`src/design/msc_pkg.sv`:
```
// shared types and constants for the media stream coprocessor register block
package msc_pkg;

	// command codes carried by each input word
	typedef enum logic [1:0] {
		CMD_READ  = 2'd0,
		CMD_WRITE = 2'd1,
		CMD_TICK  = 2'd2
	} msc_cmd_t;

	// register window
	localparam logic [15:0] REG_BASE = 16'h2000;

	// register offsets inside the window
	localparam logic [2:0] REG_STATUS = 3'd0;
	localparam logic [2:0] REG_DATA   = 3'd1;
	localparam logic [2:0] REG_ID0    = 3'd2;
	localparam logic [2:0] REG_ID1    = 3'd3;
	localparam logic [2:0] REG_ID2    = 3'd4;
	localparam logic [2:0] REG_ID3    = 3'd5;
	localparam logic [2:0] REG_ID4    = 3'd6;
	localparam logic [2:0] REG_ID5    = 3'd7;

	// write map aliases
	localparam logic [2:0] REG_DOFS0  = 3'd0;
	localparam logic [2:0] REG_DOFS1  = 3'd1;
	localparam logic [2:0] REG_DOFS2  = 3'd2;
	localparam logic [2:0] REG_DOFS3  = 3'd3;
	localparam logic [2:0] REG_TRACK0 = 3'd4;
	localparam logic [2:0] REG_TRACK1 = 3'd5;
	localparam logic [2:0] REG_VOLUME = 3'd6;
	localparam logic [2:0] REG_CTRL   = 3'd7;

	// id string characters
	localparam logic [7:0] CHR_S     = 8'h53;
	localparam logic [7:0] CHR_DASH  = 8'h2d;
	localparam logic [7:0] CHR_M     = 8'h4d;
	localparam logic [7:0] CHR_U     = 8'h55;
	localparam logic [7:0] CHR_ZERO  = 8'h30;

	// audio header length skipped on load and rewind
	localparam logic [31:0] HEADER_SKIP = 32'd58;
	localparam logic [31:0] SAMPLE_BYTES = 32'd4;

	// reset volume
	localparam logic [7:0] VOLUME_RST = 8'hff;

	// request flags produced per word
	typedef struct packed {
		logic data_read;
		logic data_seek;
		logic track_load;
		logic audio_seek;
		logic audio_read;
	} msc_req_t;

endpackage

```
`src/design/msc_scale.sv`:
```
// volume scaler: sample * volume / 255, truncated toward zero
module msc_scale import msc_pkg::*; (
	input  logic signed [15:0] sample,
	input  logic        [7:0]  volume,
	output logic signed [15:0] scaled
);

	logic        neg;
	logic [16:0] mag;
	logic [23:0] prod;
	logic [31:0] recip_sum;
	logic [15:0] quot_est;
	logic [23:0] rem;
	logic [15:0] quot;

	// magnitude times volume, then divide by 255 via reciprocal 257/65536
	always_comb begin
		neg       = sample[15];
		mag       = neg ? (17'd0 - {1'b1, sample}) : {1'b0, sample};
		prod      = {7'd0, mag} * {16'd0, volume};
		recip_sum = {8'd0, prod} + {prod, 8'd0};
		quot_est  = recip_sum[31:16];
		// estimate is low by at most one
		rem       = prod - ({quot_est, 8'd0} - {8'd0, quot_est});
		quot      = (rem >= 24'd255) ? (quot_est + 16'd1) : quot_est;
		scaled    = neg ? $signed(16'd0 - quot) : $signed(quot);
	end

endmodule

```
`src/design/msc_regs.sv`:
```
// register state, address decode and audio tick control
module msc_regs import msc_pkg::*; #(
	parameter int unsigned REVISION = 1
) (
	input  logic        clk,
	input  logic        arst_n,
	input  logic        commit,
	input  logic [1:0]  command,
	input  logic [15:0] address,
	input  logic [7:0]  write_data,
	input  logic        data_file_open,
	input  logic [7:0]  data_file_byte,
	input  logic        audio_file_open,
	input  logic        audio_file_end,
	output logic [7:0]  read_data,
	output msc_req_t    req,
	output logic [31:0] data_offset_nxt,
	output logic [15:0] track_nxt,
	output logic [31:0] audio_offset_nxt,
	output logic [7:0]  volume
);

	localparam logic [3:0] REV_NIB = 4'(REVISION);

	logic [31:0] data_offset_q;
	logic [31:0] audio_offset_q;
	logic [15:0] track_q;
	logic [7:0]  volume_q;
	logic        data_busy_q;
	logic        audio_busy_q;
	logic        repeat_q;
	logic        play_q;

	logic        data_busy_nxt;
	logic        audio_busy_nxt;
	logic        repeat_nxt;
	logic        play_nxt;
	logic [7:0]  volume_nxt;
	logic        in_window;
	logic [2:0]  reg_idx;

	assign in_window = (address[15:3] == REG_BASE[15:3]);
	assign reg_idx   = address[2:0];
	assign volume    = volume_q;

	// next state and per-word outputs
	always_comb begin
		read_data        = 8'd0;
		req              = '0;
		data_offset_nxt  = data_offset_q;
		audio_offset_nxt = audio_offset_q;
		track_nxt        = track_q;
		volume_nxt       = volume_q;
		data_busy_nxt    = data_busy_q;
		audio_busy_nxt   = audio_busy_q;
		repeat_nxt       = repeat_q;
		play_nxt         = play_q;
		unique case (command)
			CMD_READ: begin
				if (in_window) begin
					unique case (reg_idx)
						REG_STATUS: read_data = {data_busy_q, audio_busy_q, repeat_q,
							play_q, REV_NIB};
						REG_DATA: begin
							if (!data_busy_q) begin
								data_offset_nxt = data_offset_q + 32'd1;
								if (data_file_open) begin
									read_data     = data_file_byte;
									req.data_read = 1'b1;
								end
							end
						end
						REG_ID0: read_data = CHR_S;
						REG_ID1: read_data = CHR_DASH;
						REG_ID2: read_data = CHR_M;
						REG_ID3: read_data = CHR_S;
						REG_ID4: read_data = CHR_U;
						REG_ID5: read_data = CHR_ZERO + {4'd0, REV_NIB};
						default: read_data = 8'd0;
					endcase
				end
			end
			CMD_WRITE: begin
				if (in_window) begin
					unique case (reg_idx)
						REG_DOFS0: data_offset_nxt[7:0]   = write_data;
						REG_DOFS1: data_offset_nxt[15:8]  = write_data;
						REG_DOFS2: data_offset_nxt[23:16] = write_data;
						REG_DOFS3: begin
							data_offset_nxt[31:24] = write_data;
							req.data_seek          = data_file_open;
							data_busy_nxt          = 1'b0;
						end
						REG_TRACK0: track_nxt[7:0] = write_data;
						REG_TRACK1: begin
							track_nxt[15:8] = write_data;
							req.track_load  = 1'b1;
							if (audio_file_open) begin
								audio_offset_nxt = HEADER_SKIP;
								req.audio_seek   = 1'b1;
							end
							audio_busy_nxt = 1'b0;
							repeat_nxt     = 1'b0;
							play_nxt       = 1'b0;
						end
						REG_VOLUME: volume_nxt = write_data;
						REG_CTRL: begin
							repeat_nxt = write_data[1];
							play_nxt   = write_data[0];
						end
						default: volume_nxt = volume_q;
					endcase
				end
			end
			CMD_TICK: begin
				if (play_q) begin
					if (!audio_file_open) begin
						play_nxt = 1'b0;
					end else if (audio_file_end) begin
						// rewind past the header, stop unless looping
						play_nxt         = repeat_q;
						audio_offset_nxt = HEADER_SKIP;
						req.audio_seek   = 1'b1;
					end else begin
						audio_offset_nxt = audio_offset_q + SAMPLE_BYTES;
						req.audio_read   = 1'b1;
					end
				end
			end
			default: read_data = 8'd0;
		endcase
	end

	// state update when the word moves to the result stage
	always_ff @(posedge clk or negedge arst_n) begin
		if (!arst_n) begin
			data_offset_q  <= '0;
			audio_offset_q <= '0;
			track_q        <= '0;
			volume_q       <= VOLUME_RST;
			data_busy_q    <= 1'b1;
			audio_busy_q   <= 1'b1;
			repeat_q       <= 1'b0;
			play_q         <= 1'b0;
		end else if (commit) begin
			data_offset_q  <= data_offset_nxt;
			audio_offset_q <= audio_offset_nxt;
			track_q        <= track_nxt;
			volume_q       <= volume_nxt;
			data_busy_q    <= data_busy_nxt;
			audio_busy_q   <= audio_busy_nxt;
			repeat_q       <= repeat_nxt;
			play_q         <= play_nxt;
		end
	end

	// a sample read and a rewind never happen on the same word
	assert property (@(posedge clk) disable iff (!arst_n)
		!(req.audio_read && req.audio_seek))
		else $error("audio read and seek together");

	// the data offset only moves on a read or a write of the data registers
	assert property (@(posedge clk) disable iff (!arst_n)
		(commit && command == CMD_TICK) |=> $stable(data_offset_q))
		else $error("data offset changed on a tick");

	// play never turns on from a tick
	assert property (@(posedge clk) disable iff (!arst_n)
		(commit && command == CMD_TICK && !play_q) |=> !play_q)
		else $error("tick started playback");

endmodule

```
`src/design/media_stream_coprocessor_regs.sv`:
```
// top level: input register, register and tick logic, result register
// each accepted input word is held in the input register, then in the result register
// throughput: one word per cycle while the output is not stalled, each word decoded and
// applied in a single pass between the input register and the result register
// reset: asynchronous, offsets and track cleared, volume 255, both busy flags set,
// repeat and play cleared, both pipeline stages empty
module media_stream_coprocessor_regs import msc_pkg::*; #(
	parameter int unsigned REVISION = 1
) (
	input  logic               clk,
	input  logic               arst_n,
	input  logic               in_valid,
	output logic               in_stall,
	input  logic [1:0]         command,
	input  logic [15:0]        address,
	input  logic [7:0]         write_data,
	input  logic               data_file_open,
	input  logic [7:0]         data_file_byte,
	input  logic               audio_file_open,
	input  logic               audio_file_end,
	input  logic signed [15:0] sample_left,
	input  logic signed [15:0] sample_right,
	output logic               out_valid,
	input  logic               out_stall,
	output logic [7:0]         read_data,
	output logic signed [15:0] left_out,
	output logic signed [15:0] right_out,
	output logic               data_read_request,
	output logic               data_seek_request,
	output logic [31:0]        data_offset_out,
	output logic               track_load_request,
	output logic [15:0]        track_number,
	output logic               audio_seek_request,
	output logic [31:0]        audio_offset_out,
	output logic               audio_read_request
);

	logic               valid_s1;
	logic [1:0]         command_s1;
	logic [15:0]        address_s1;
	logic [7:0]         write_data_s1;
	logic               data_file_open_s1;
	logic [7:0]         data_file_byte_s1;
	logic               audio_file_open_s1;
	logic               audio_file_end_s1;
	logic signed [15:0] sample_left_s1;
	logic signed [15:0] sample_right_s1;

	logic               valid_s2;
	logic               load_s2;
	logic               load_s1;

	logic [7:0]         read_data_c;
	msc_req_t           req_c;
	logic [31:0]        data_offset_c;
	logic [15:0]        track_c;
	logic [31:0]        audio_offset_c;
	logic [7:0]         volume_c;
	logic signed [15:0] left_scaled;
	logic signed [15:0] right_scaled;

	// pipeline flow control
	assign load_s2  = valid_s1 && (!valid_s2 || !out_stall);
	assign in_stall = valid_s1 && valid_s2 && out_stall;
	assign load_s1  = in_valid && !in_stall;

	// input word register
	always_ff @(posedge clk or negedge arst_n) begin
		if (!arst_n) begin
			valid_s1 <= 1'b0;
		end else if (load_s1 || load_s2) begin
			valid_s1 <= load_s1;
		end
	end

	always_ff @(posedge clk) begin
		if (load_s1) begin
			command_s1         <= command;
			address_s1         <= address;
			write_data_s1      <= write_data;
			data_file_open_s1  <= data_file_open;
			data_file_byte_s1  <= data_file_byte;
			audio_file_open_s1 <= audio_file_open;
			audio_file_end_s1  <= audio_file_end;
			sample_left_s1     <= sample_left;
			sample_right_s1    <= sample_right;
		end
	end

	// register file and tick control
	msc_regs #(
		.REVISION(REVISION)
	) u_regs (
		.clk             (clk),
		.arst_n          (arst_n),
		.commit          (load_s2),
		.command         (command_s1),
		.address         (address_s1),
		.write_data      (write_data_s1),
		.data_file_open  (data_file_open_s1),
		.data_file_byte  (data_file_byte_s1),
		.audio_file_open (audio_file_open_s1),
		.audio_file_end  (audio_file_end_s1),
		.read_data       (read_data_c),
		.req             (req_c),
		.data_offset_nxt (data_offset_c),
		.track_nxt       (track_c),
		.audio_offset_nxt(audio_offset_c),
		.volume          (volume_c)
	);

	// volume scaling, one per channel
	msc_scale u_scale_left (
		.sample(sample_left_s1),
		.volume(volume_c),
		.scaled(left_scaled)
	);

	msc_scale u_scale_right (
		.sample(sample_right_s1),
		.volume(volume_c),
		.scaled(right_scaled)
	);

	// result word register
	always_ff @(posedge clk or negedge arst_n) begin
		if (!arst_n) begin
			valid_s2 <= 1'b0;
		end else if (load_s2 || !out_stall) begin
			valid_s2 <= load_s2;
		end
	end

	always_ff @(posedge clk) begin
		if (load_s2) begin
			read_data          <= read_data_c;
			left_out           <= req_c.audio_read ? left_scaled : 16'sd0;
			right_out          <= req_c.audio_read ? right_scaled : 16'sd0;
			data_read_request  <= req_c.data_read;
			data_seek_request  <= req_c.data_seek;
			data_offset_out    <= data_offset_c;
			track_load_request <= req_c.track_load;
			track_number       <= track_c;
			audio_seek_request <= req_c.audio_seek;
			audio_offset_out   <= audio_offset_c;
			audio_read_request <= req_c.audio_read;
		end
	end

	assign out_valid = valid_s2;

	// input is held off only when both stages are full and the output is held
	assert property (@(posedge clk) disable iff (!arst_n)
		in_stall |-> (valid_s1 && out_valid && out_stall))
		else $error("input stalled with room in the pipeline");

	// samples are silent unless a sample pair was consumed
	assert property (@(posedge clk) disable iff (!arst_n)
		(out_valid && !audio_read_request) |-> (left_out == 16'sd0 && right_out == 16'sd0))
		else $error("sample output without audio read");

	// a held result word keeps its contents
	assert property (@(posedge clk) disable iff (!arst_n)
		(out_valid && out_stall) |=> (out_valid && $stable(audio_offset_out)
			&& $stable(data_offset_out)))
		else $error("result word changed while stalled");

	// a data read and a data seek never come from the same word
	assert property (@(posedge clk) disable iff (!arst_n)
		out_valid |-> !(data_read_request && data_seek_request))
		else $error("data read and seek together");

endmodule
```
`config.mk`:
```
export PLATFORM = sky130hd
export DESIGN_NAME = media_stream_coprocessor_regs
export DESIGN_NICKNAME = d
export VERILOG_FILES = /design/src/design/msc_pkg.sv /design/src/design/msc_scale.sv /design/src/design/msc_regs.sv /design/src/design/media_stream_coprocessor_regs.sv
export SDC_FILE = /design/constraint.sdc
export NUM_CORES = 1
export LEC_CHECK = 0
export BUFFER_PORTS_ARGS = -buffer_cell sky130_fd_sc_hd__buf_2
export CORE_AREA = 2 2 259 261
export DETAILED_ROUTE_END_ITERATION = 6
export DIE_AREA = 0 0 261 263
export GPL_TIMING_DRIVEN = 0
export PLACE_DENSITY = 0.72
export SETUP_SLACK_MARGIN = 0.1
export SYNTH_ARGS = -nofsm -noshare
export SYNTH_HDL_FRONTEND = slang
export SYNTH_SLANG_ARGS = --single-unit
```
`constraint.sdc`:
```
create_clock -name clk -period 36.4 [get_ports clk]
set_input_delay 3.64 -clock clk [delete_from_list [all_inputs] [get_ports clk]]
set_output_delay 3.64 -clock clk [all_outputs]
set_load 0.05 [all_outputs]
```
==> results.sh <==
export IMPL_layout_min_cycle_time_ns=15.32
export IMPL_async_reset_ff_share_pct=32.6
export IMPL_layout_setup_ws_ns=21.08
export IMPL_vias=24954
export IMPL_antenna_found_initial=7
export IMPL_crit_type="reg -> reg"
export IMPL_viasPerCell=5.66
export IMPL_fin_worst_skew_ns=0.0311
export IMPL_die_w_um=261
export IMPL_clock_root_buffer="clkbuf_16"
export IMPL_synth_top_area_share_pct=19.8
export IMPL_wl_per_cell_um=18.6
export IMPL_cp_arrival_ns=15.62
export IMPL_dr_pass1_iters=6
export IMPL_syn_inst=3262
export IMPL_setup_viol=0
export IMPL_areaGrowthSynthToFinish_pct=12.0
export IMPL_clk_latency_ns=0.57
export IMPL_p_leak_nw=14.9
export IMPL_cts_resized=0
export IMPL_ir_worst_vdd_mv=0.0405
export IMPL_io_buffers=199
export IMPL_antenna_left=0
export IMPL_clk_transition_reported_paths_ns=0.07
export IMPL_end_kind="flop"
export IMPL_start_util_pct=44.9
export IMPL_grt_total_usage_pct=23.7
export IMPL_tritoncts="yes"
export IMPL_tightest_slew_ns=1.22
export IMPL_placed_cells=4345
export IMPL_fin_cells=4409
export IMPL_crit_fanout=10
export IMPL_grt_pass1_vias=24097
export IMPL_ys_types=116
export IMPL_slowest_stage="a2111oi_0"
export IMPL_num_nets_final=3986
export IMPL_drt_iter0_drc=2316
export IMPL_synth_edf_count=194
export IMPL_postCtsSetupBuffers=0
export IMPL_critPathLaunchType="flop"
export IMPL_cap_viol_max_count=0
export IMPL_synth_most_common_cell="nand2_1"
export IMPL_cts_made_buffers=34
export IMPL_synth_seq_cells=288
export IMPL_num_fill_cells=6159
export IMPL_die_area_mm2=0.0686
export IMPL_grt_max_degree=66
export IMPL_ys_flop_type="edfxtp_1"
export IMPL_fin_crit_sh_pct=42.1
export IMPL_dpl_hpwl_mm=63.4
export IMPL_drive_above_1_share_pct=11.4
export IMPL_ys_seq_area_share_pct=27.8
export IMPL_post_place_ws_ns=21.33
export IMPL_max_freq_mhz=65.3
export IMPL_slew_headroom_pct=17.7
export IMPL_finalSetupTns_ns=0
export IMPL_cts_num_sinks=288
export IMPL_die_h_um=263
export IMPL_core_mm2=0.0656
export IMPL_finalHoldViolCount=0
export IMPL_synth_top_area_cell="edfxtp_1"
export IMPL_pin_count=200
export IMPL_synth_avg_cell_area_um2=9.03
export IMPL_holdCritPathClass="reg -> reg"
export IMPL_slowest_delay_ns=0.61
export IMPL_grt_overflow=0
export IMPL_rsz0062_at_grt="no"
export IMPL_netlist_area_mm2=0.0295
export IMPL_wirelength_mm=82.1
export IMPL_synth_common_cells="nand2_1, inv_1, ha_1"
export IMPL_grt_pass1_wl_mm=130
export IMPL_place_congestion=0.973
export IMPL_critPathRequiredTime_ns=36.69
export IMPL_slew_viol_final=0
export IMPL_status="complete, no violations"
export IMPL_yosys_warnings=0
export IMPL_p_per_area_mw_per_mm2=31.4
export IMPL_fin_util_pct=50.2
export IMPL_htreeDepth=2
export IMPL_drc=0
export IMPL_rows=94
export IMPL_netlist_top_cells_area="edfxtp_1, fa_1, ha_1"
export IMPL_cts_hold_buf=0
export IMPL_clockBufferDepth=3
-- state kept, by name, indices dropped and copies added (netlist names), 16 cells and up --
register and flops:
address_s1 16, audio_offset_out 32, data_offset_out 32, left_out 16, right_out 16, sample_left_s1 16, sample_right_s1 16, track_number 16
u_regs.audio_offset_q 32, u_regs.data_offset_q 32, u_regs.track_q 16
-- stage by stage --
stage	total power [W]	hold slack [ns]	instance area, um2
floorplan	0.000589	0.442	29500
finish	0.00103	0.480	33000
global placement	0.000657	0.454	31600
detailed placement	0.000657	0.459	31700
global route	0.00108	0.503	33000
CTS	0.00104	0.474	33000
-- where the power goes --
| part | total (W) | switching (W) | internal (W) |
|---|---|---|---|
| Combinational | 0.000254 | 0.000174 | 0.0000795 |
| Clock | 0.000377 | 0.000151 | 0.000226 |
| Sequential | 0.000403 | 0.0000210 | 0.000382 |
| Total | 0.00103 | 0.000347 | 0.000688 |
-- critical path, delay by kind of cell (launching register included) --
kind	cells	cell delay, ns
AOI/OAI and AO/OA	19	4.80
DFF	1	0.54
xor gates and xnor gates	2	1.08
buffers and inverters	11	1.94
adders and majority gates	11	4.42
and+or+nand+nor	12	2.28
-- path summary, 6_finish.rpt --
| kind | to | slack, ns | startpoint | depth (start not counted) |
|---|---|---|---|---|
| worst min register to register | u_regs.track_q[6]$_DFFE_PN0P_ | 0.48 | u_regs.track_q[6]$_DFFE_PN0P_ | 2 |
| worst max-delay path | right_out[12]$_SDFFCE_PN0P_ | 21.08 | sample_right_s1[0]$_DFFE_PP_ | 55 |
| min in group asynchronous | u_regs.audio_offset_q[6]$_DFFE_PN0P_ | 3.01 | arst_n | 1 |
| worst max register to register | right_out[12]$_SDFFCE_PN0P_ | 21.08 | sample_right_s1[0]$_DFFE_PP_ | 55 |
| max in group asynchronous | u_regs.volume[5]$_DFFE_PN1P_ | 32.61 | arst_n | 2 |
| worst min-delay path | u_regs.track_q[6]$_DFFE_PN0P_ | 0.48 | u_regs.track_q[6]$_DFFE_PN0P_ | 2 |
-- layout make-up --
cell class	instances	area (um2)	area share, %
Antenna cell	1	2.50	0.00759
Buffer	135	561	1.70
Clock buffer	44	928	2.82
Clock inverter	18	302	0.914
Inverter	370	1390	4.21
Multi-Input combinational cell	2481	19400	58.8
Sequential cell	288	8190	24.8
Tap cell	864	1080	3.28
Timing Repair Buffer	208	1130	3.43
-- layout by cell type (no fill, tap or decap), types with 109 or more instances in the layout --
cell type  instances
nand2_1          370
ha_1             201
inv_1            368
a21oi_1          122
nor2b_1          168
buf_2            209
o21ai_0          109
nor2_1           191
fa_1             194
clkbuf_1         115
xnor2_1          118
edfxtp_1         194
-- logic make-up (layout without fill, tap and decap cells) --
| family | after synthesis | count (layout) | share of synthesized area, % |
|---|---|---|---|
| other | 2 | 15 | 0.0255 |
| adders and majority gates | 395 | 395 | 21.7 |
| AOI/OAI and AO/OA | 612 | 612 | 14.4 |
| buffers and inverters | 505 | 775 | 6.61 |
| and+or+nand+nor | 1182 | 1182 | 20.3 |
| DFF | 288 | 288 | 27.8 |
| xor gates and xnor gates | 194 | 194 | 6.01 |
| muxes | 84 | 84 | 3.10 |
-- routing by layer --
metal  up-vias  part of all wire [%]  track usage, %
met5         -                 0.072               0
met4         8                   3.5            8.46
met3       198                   7.7            4.14
met2      1030                    46            38.0
li1      11784                     -               -
met1     11934                    43            32.2
Note: power is estimated with default switching activity, not from simulation.
